==> config.mk <==
export PLATFORM = sky130hd
export DESIGN_NAME = msq_seq
export DESIGN_NICKNAME = d
export VERILOG_FILES = /design/src/hdl/msq_pkg.sv /design/src/hdl/msq_seq.sv
export VERILOG_INCLUDE_DIRS = /design/src /design/src/hdl
export SDC_FILE = /design/constraint.sdc
export NUM_CORES = 1
export LEC_CHECK = 0
export BUFFER_PORTS_ARGS = -buffer_cell sky130_fd_sc_hd__buf_2
export CAP_MARGIN = 20
export CORE_ASPECT_RATIO = 2
export CORE_UTILIZATION = 30
export DETAILED_ROUTE_END_ITERATION = 7
export SYNTH_ARGS = -nofsm -noshare
export SYNTH_HDL_FRONTEND = slang
export SYNTH_SLANG_ARGS = --single-unit
==> constraint.sdc <==
create_clock -name clk -period 3.11 [get_ports clk]
set_clock_uncertainty 0.05 [all_clocks]
set_input_delay 0.1555 -clock clk [delete_from_list [all_inputs] [get_ports clk]]
set_output_delay 0.1555 -clock clk [all_outputs]
set_load 0.02 [all_outputs]
==> src/hdl/min_squares_sum_count_assert.svh <==
// assertion macros used by the sequencer's checks
`ifndef MIN_SQUARES_SUM_COUNT_ASSERT_SVH
`define MIN_SQUARES_SUM_COUNT_ASSERT_SVH

// same-cycle implication, checked out of reset
`define MSQ_ASSERT_NOW(label, ante, cons, msg) \
	label: assert property (@(posedge clk) disable iff (!arst_n) (ante) |-> (cons)) \
		else $error(msg);

// next-cycle implication, checked out of reset
`define MSQ_ASSERT_NEXT(label, ante, cons, msg) \
	label: assert property (@(posedge clk) disable iff (!arst_n) (ante) |=> (cons)) \
		else $error(msg);

`endif

==> src/hdl/msq_pkg.sv <==
// shared types and constants of the square count block
package msq_pkg;

	// largest target handled
	localparam int MAX_N = 4096;
	// width of the target field
	localparam int TW = 13;
	// width of the result field
	localparam int RW = 3;
	// width that holds 0..MAX_N
	localparam int NW = $clog2(MAX_N + 1);
	// table address width
	localparam int AW = $clog2(MAX_N);
	// running square, one step past the row index
	localparam int JW = NW + 1;
	// odd increment between squares
	localparam int OW = NW / 2 + 3;
	// width for the clamp compare
	localparam int CW = (NW > TW) ? NW : TW;

	// sequencer states
	typedef enum logic [3:0] {
		S_IDLE  = 4'b0001,
		S_SCAN  = 4'b0010,
		S_WRITE = 4'b0100,
		S_DONE  = 4'b1000
	} state_t;

	// table access from the sequencer
	typedef struct packed {
		logic          we;
		logic [AW-1:0] waddr;
		logic [RW-1:0] wdata;
		logic          re;
		logic [AW-1:0] raddr;
	} tbl_req_t;

	// clamp a target into 1..MAX_N
	function automatic logic [NW-1:0] clamp_target(input logic [TW-1:0] t);
		logic [CW-1:0] tx;
		tx = CW'(t);
		if (tx == '0)
			return NW'(1);
		else if (tx > CW'(MAX_N))
			return NW'(MAX_N);
		else
			return tx[NW-1:0];
	endfunction

endpackage

==> src/hdl/msq_seq.sv <==
// row and square sequencer that fills the table and returns the count
module msq_seq (
	input  logic                   clk,
	input  logic                   arst_n,
	input  logic                   in_valid,
	output logic                   in_ready,
	input  logic [msq_pkg::TW-1:0] in_target,
	output logic                   out_valid,
	input  logic                   out_ready,
	output logic [msq_pkg::RW-1:0] out_count,
	output msq_pkg::tbl_req_t      req,
	input  logic [msq_pkg::RW-1:0] rdata
);
	import msq_pkg::*;

	state_t        state_q;
	logic [NW-1:0] n_q;
	logic [NW-1:0] i_q;
	logic [JW-1:0] jsq_q;
	logic [OW-1:0] odd_q;
	logic [RW-1:0] best_q;
	logic          rd_pend_q;
	logic [RW-1:0] res_q;
	logic          out_valid_q;
	logic [RW-1:0] out_count_q;

	logic          in_fire;
	logic          scan_more;
	logic [RW-1:0] best_upd;
	logic [RW-1:0] row_val;
	logic [JW-1:0] rd_diff;
	logic          out_free;

	assign in_ready  = (state_q == S_IDLE);
	assign in_fire   = in_valid && in_ready;
	assign out_valid = out_valid_q;
	assign out_count = out_count_q;
	assign out_free  = !out_valid_q || out_ready;

	// scan continues while j*j is below the row index
	assign scan_more = (state_q == S_SCAN) && (jsq_q < JW'(i_q));
	assign rd_diff   = JW'(i_q) - jsq_q - JW'(1);

	// fold in the read that returned this cycle
	always_comb begin
		best_upd = best_q;
		if (rd_pend_q && (rdata < best_q)) begin
			best_upd = rdata;
		end
	end

	// value stored for the row: one for a square, else best plus one
	assign row_val = (jsq_q == JW'(i_q)) ? RW'(1) : RW'(best_q + RW'(1));

	// table requests
	always_comb begin
		req.re    = scan_more;
		req.raddr = rd_diff[AW-1:0];
		req.we    = (state_q == S_WRITE);
		req.waddr = AW'(i_q - NW'(1));
		req.wdata = row_val;
	end

	// sequencer
	always_ff @(posedge clk or negedge arst_n) begin
		if (!arst_n) begin
			state_q   <= S_IDLE;
			rd_pend_q <= 1'b0;
		end else begin
			case (state_q)
				S_IDLE: begin
					if (in_fire) begin
						state_q <= S_SCAN;
					end
				end
				S_SCAN: begin
					rd_pend_q <= scan_more;
					if (!scan_more) begin
						state_q <= S_WRITE;
					end
				end
				S_WRITE: begin
					state_q <= (i_q == n_q) ? S_DONE : S_SCAN;
				end
				S_DONE: begin
					if (out_free) begin
						state_q <= S_IDLE;
					end
				end
				default: begin
					state_q <= S_IDLE;
				end
			endcase
		end
	end

	// row counters and running minimum
	always_ff @(posedge clk) begin
		case (state_q)
			S_IDLE: begin
				n_q    <= clamp_target(in_target);
				i_q    <= NW'(1);
				jsq_q  <= JW'(1);
				odd_q  <= OW'(3);
				best_q <= '1;
			end
			S_SCAN: begin
				best_q <= best_upd;
				if (scan_more) begin
					jsq_q <= jsq_q + JW'(odd_q);
					odd_q <= odd_q + OW'(2);
				end
			end
			S_WRITE: begin
				res_q  <= row_val;
				i_q    <= i_q + NW'(1);
				jsq_q  <= JW'(1);
				odd_q  <= OW'(3);
				best_q <= '1;
			end
			default: begin
			end
		endcase
	end

	// output register
	always_ff @(posedge clk or negedge arst_n) begin
		if (!arst_n) begin
			out_valid_q <= 1'b0;
		end else if ((state_q == S_DONE) && out_free) begin
			out_valid_q <= 1'b1;
		end else if (out_ready) begin
			out_valid_q <= 1'b0;
		end
	end

	always_ff @(posedge clk) begin
		if ((state_q == S_DONE) && out_free) begin
			out_count_q <= res_q;
		end
	end

`include "min_squares_sum_count_assert.svh"

	`MSQ_ASSERT_NOW(a_pend_in_scan, rd_pend_q, state_q == S_SCAN, "read pending outside scan")
	`MSQ_ASSERT_NOW(a_read_below_row, req.re, JW'(req.raddr) < JW'(i_q - NW'(1)), "read at or past row")
	`MSQ_ASSERT_NOW(a_row_in_range, (state_q == S_SCAN) || (state_q == S_WRITE), (i_q != '0) && (i_q <= n_q), "row out of range")
	`MSQ_ASSERT_NEXT(a_start_scan, in_fire, state_q == S_SCAN, "accepted target did not start scan")

endmodule

# ---- Word-level counts from Yosys, hierarchy flattened
# Index checks and enable logic that the tools add are counted.
dict set report classes {
  order_cmp 3
  n_reduce_logical 15
  addsub 7
  eq_ne 11
  muxes 16
}
# operator count
set op_table {}
lappend op_table {{$pmux W14 S2} 1}
lappend op_table {{$pmux W13 S2} 1}
lappend op_table {{$sub A12 B1 Y12 const B} 2}
lappend op_table {{$pmux W9 S2} 1}
lappend op_table {{$mux W4} 4}
lappend op_table {{$pmux W4 S4} 1}
lappend op_table {{$add A14 B9 Y14} 1}
lappend op_table {{$eq A14 B13 Y1} 1}
lappend op_table {{$lt A14 B13 Y1} 1}
lappend op_table {{$mux W14} 1}
lappend op_table {{$add A13 B1 Y13 const B} 1}
lappend op_table {{$eq A13 B13 Y1} 1}
lappend op_table {{$gt A13 B13 Y1 const B} 1}
lappend op_table {{$logic_not A13 Y1} 1}
lappend op_table {{$mux W13} 1}
lappend op_table {{$sub A12 B12 Y12} 1}
lappend op_table {{$add A9 B2 Y9 const B} 1}
lappend op_table {{$mux W9} 1}
lappend op_table {{$mux W3} 2}
lappend op_table {{$ne A2 B2 Y1 const B} 3}
lappend op_table {{$pmux W3 S2} 1}
lappend op_table {{$reduce_bool A2 Y1} 3}
lappend op_table {{$eq A4 B1 Y1 const B} 1}
lappend op_table {{$eq A4 B2 Y1 const B} 1}
lappend op_table {{12 further kinds} 19}
dict set report totals {
  inputBits 20
  ff_bits 64
  wordCells 63
  out_inout_bits 34
}

# ---- Logic depth before layout (Yosys ltp)
dict set report depth {
  ltp_word 4
  depth_mapped 9
  mapped_depth_nobuf 9
}

# ---- Worst setup path after synthesis
# OpenSTA, ideal clock, no wires.
dict set report synth_path {
  path_kind {reg2out}
  from {reg i_q[2]}
  to {out req[10] (netlist name)}
  required_time_ps 2904
  path_buffers 1
  stages_incl_launch_ff 9
  setup_slack_ps 152
  arrival_ps 2753
  cell_sequence {edfxtp_1 buf_2 inv_1 ha_1 nor2b_1 o21ai_1 a21boi_1 o311a_1 a2111oi_0}
}
# element line_no
set synth_rtl {}
lappend synth_rtl {{start: declaration} msq_seq.sv:18} ;# logic [NW-1:0] i_q;
lappend synth_rtl {{start signal: assignment} msq_seq.sv:116} ;# i_q <= i_q + NW'(1);
lappend synth_rtl {{end: declaration} msq_seq.sv:11} ;# output msq_pkg::tbl_req_t req,

==> reports/metrics.csv <==
stage;metric;value;unit
clocking;CTS H-tree lvls;3;
global_route;first-pass GRT wire length;19000;um
layout;Multi-input gate area;0.00241;mm2
synthesis;largest family of logic cells by synthesized area;simple AND/OR/NAND/NOR gates;
synthesis;Synth Net Count;514;
layout;Ant. Diodes;0;
global_route;global route total overflow;0;
route;DRC Markers;0;
setup_path;Crit. End Element;primary output;
synthesis;Synth Area in Compound Gates;11.5;%
timing;relative slew slack;48.7;%
clocking;Clock Sinks;63;
layout;Final Cell Area;0.00535;mm2
clocking;CTS Buffer Depth;2;
route;Vias/cell;4.98;
floorplanning;Cell Rows;62;
timing;Final setup violation count;0;
clocking;CTS Buf Count;9;
synthesis;Mapped Cells;454;
setup_path;CP Data Arrival Time;2740;ps
setup_path;crit path kind;reg2out;
route;post-DR wirelength/cell;16.7;um
setup_path;CP peak stage delay;550;ps
route;Antenna Violating Nets Remaining;0;
clocking;CTS Root Cell;clkbuf_16;
synthesis;syn_area_per_cell;9.84;um2
setup_path;Worst Path Required;2900;ps
floorplanning;area of the core region;0.0144;mm2
placement;PortBufs;53;
clocking;Clock Latency Late Sink;340;ps
timing;setup_tns;0;ps
layout;fillcell total;1490;
synthesis;Synth warnings;0;
timing;Fmax;339;MHz
synthesis;Mapped Area;0.00447;mm2
timing;unrepaired setup endpoints after global routing;false;
synthesis;asr flop ratio synth;9.52;%
floorplanning;Die W;88.3;um
timing;fin crit share;94.8;%
placement;hpwl dp;9500;um
layout;fraction of layout cells with a size suffix above 1;18.7;%
layout;Area growth, synth to finish;19.9;%
layout;Final nets;579;
route;DRT Wirelength;11900;um
setup_path;startpoint type of the worst setup path;register;
synthesis;Post-synth top flop;edfxtp_1;
clocking;CTS tree;yes;
setup_path;slowest CP cell;edfxtp_1;
global_route;largest net degree at the start of global routing;23;
route;vias after detailed routing;3566;
global_route;initial antenna violation count;0;
synthesis;mux contribution to synthesized area;0.700;%
synthesis;XOR/XNOR Fraction of Synth Area;9.22;%
synthesis;number of synthesized flops with an enable pin;57;
job;max cap viols;0;
synthesis;Synth Register Bits;63;
outcome;status;finished, final reports clean;
min_path;worst min path class;in2reg;
timing;Slew Viols, Final;0;
route;initial drt markers;209;
synthesis;Synth cell types;60;
synthesis;leading area contributor after synthesis;edfxtp_1;
placement;routability cong.;0.928;
floorplanning;I/O pin cnt;54;
floorplanning;die area;0.0154;mm2
synthesis;top cells by count, synth;57 x edfxtp_1, 48 x nor2_1, 38 x ha_1;
clocking;Post-CTS Setup Bufs;0;
synthesis;Post-Synth Adder-Cell Area;11.5;%
synthesis;top cells by area, synth;edfxtp_1 38%, ha_1 11%, xnor2_1 5.7%;
timing;Final Hold Viols;0;
timing;min Tclk post-route;2950;ps
clocking;Reg clk slew, reported paths;60;ps
placement;Placement Cell Area;0.00499;mm2
synthesis;simple-gate share of the synthesized area;20.7;%
setup_path;crit-path cells;inv_1 > ha_1 > and4_1 > o21a_1 > a21boi_0 > nor4b_1 > a211o_1 > buf_2;
synthesis;Synth top area share;38.3;%
floorplanning;starting density of the core;30.9;%
setup_path;CP max FO;9;
timing;Worst-Margin Slew;759;ps
layout;Reg area;0.00186;mm2
global_route;vias in the first global route;3759;
route;First-pass DRT Iterations;4;
global_route;overall routing resource usage;16.7;%
synthesis;most common cell in the synthesized netlist;edfxtp_1;
synthesis;register area share after synthesis;41.7;%
floorplanning;Die Height;175;um
-- area by class of cell --
class | instances | share of cell area, %
Timing Repair Buffer | 65 | 6.73
Multi-Input combinational cell | 341 | 45.0
Tap cell | 192 | 4.49
Clock inverter | 7 | 1.94
Sequential cell | 63 | 34.8
Inverter | 39 | 2.78
Clock buffer | 9 | 4.21
-- kinds of logic (layout without fill, tap and decap cells) --
logic type / Yosys count / after routing
mux: 3 / 3
flops: 63 / 63
fa+ha+maj: 40 / 40
compound gates: 76 / 76
xor+xnor: 47 / 47
simple gates: 175 / 175
buf+inv: 50 / 120
-- sequential cells by signal, indices dropped and copies added, names as in the netlist --
signal	flops
best_q	3
state_q	4
out_valid	1
res_q	3
jsq_q	14
n_q	13
odd_q	8
rd_pend_q	1
i_q	13
out_count	3
-- placed cells by master, fill, tap and decap left out, types with 3 or more instances in the layout --
cell type and instances:
a211oi_1 4, a21o_1 6, a21oi_1 24, and3_1 3, buf_2 52, buf_4 12, clkbuf_16 9, dfrtp_1 5
edfxtp_1 57, ha_1 38, inv_1 36, nand2_1 30, nand2b_1 8, nand3_1 15, nand4_1 6, nor2_1 48
nor2b_1 19, nor3_1 11, nor3b_1 3, nor4_1 7, o21ai_0 18, or3_1 11, xnor2_1 29, xor2_1 18
-- worst max-delay path, delay by kind of cell, from the launching register on --
kind | cells | cell delay [ps]
flip-flops | 1 | 550
buffers and inverters | 2 | 340
AO/OA/AOI/OAI | 3 | 760
AND/OR/NAND/NOR | 2 | 370
adder cells (fa/ha/maj) | 1 | 390
-- metrics by stage --
step	instances	hold slack (ps)	setup slack, ps	utilization (%)
2_1_floorplan	454	-190	152	-
3_3_place_gp	699	-67.4	399	34.6
3_5_place_dp	699	-61.5	295	34.6
4_1_cts	716	46.0	33.1	37.0
5_1_grt	716	62.7	10.5	37.1
6_report	716	56.9	162	37.1
-- routing by layer --
metal / global-route usage, % / share of wire, % / vias up / wire length (um)
li1: - / - / 1741 / -
met1: 16.3 / 35 / 1707 / 4210
met2: 30.6 / 55 / 90 / 6600
met3: 3.32 / 4.1 / 28 / 493
met4: 10.9 / 5.3 / 0 / 633
met5: 0 / 0 / - / 0
-- repair_timing --
item                                    4_1_cts  5_1_grt
endpoints found under the setup margin        1        2
gates resized for setup                       2        5
hold buffers                                  1        0
endpoints found under the hold margin         6        0
pin swaps                                     0        1
-- worst paths after layout --
| path | startpoint | to | cells after the start | slack [ps] |
|---|---|---|---|---|
| min reg2reg | res_q[2]$_DFFE_PP_ | out_count[2]$_DFFE_PP_ | 0 | 380 |
| max reg2reg | i_q[3]$_SDFFCE_PN0P_ | jsq_q[10]$_SDFFCE_PP0P_ | 8 | 410 |
| min | rdata[0] | best_q[0]$_SDFFCE_PP1P_ | 2 | 60 |
| max | i_q[6]$_SDFFCE_PN0P_ | req[11] | 8 | 160 |
| min in group asynchronous | arst_n | state_q[1]$_DFFE_PN0P_ | 2 | 120 |
| max in group asynchronous | arst_n | state_q[0]$_DFFE_PN1P_ | 2 | 2670 |
Power is not shown: default switching activity piles up to over one toggle a cycle in this logic, so the estimate is an artifact.
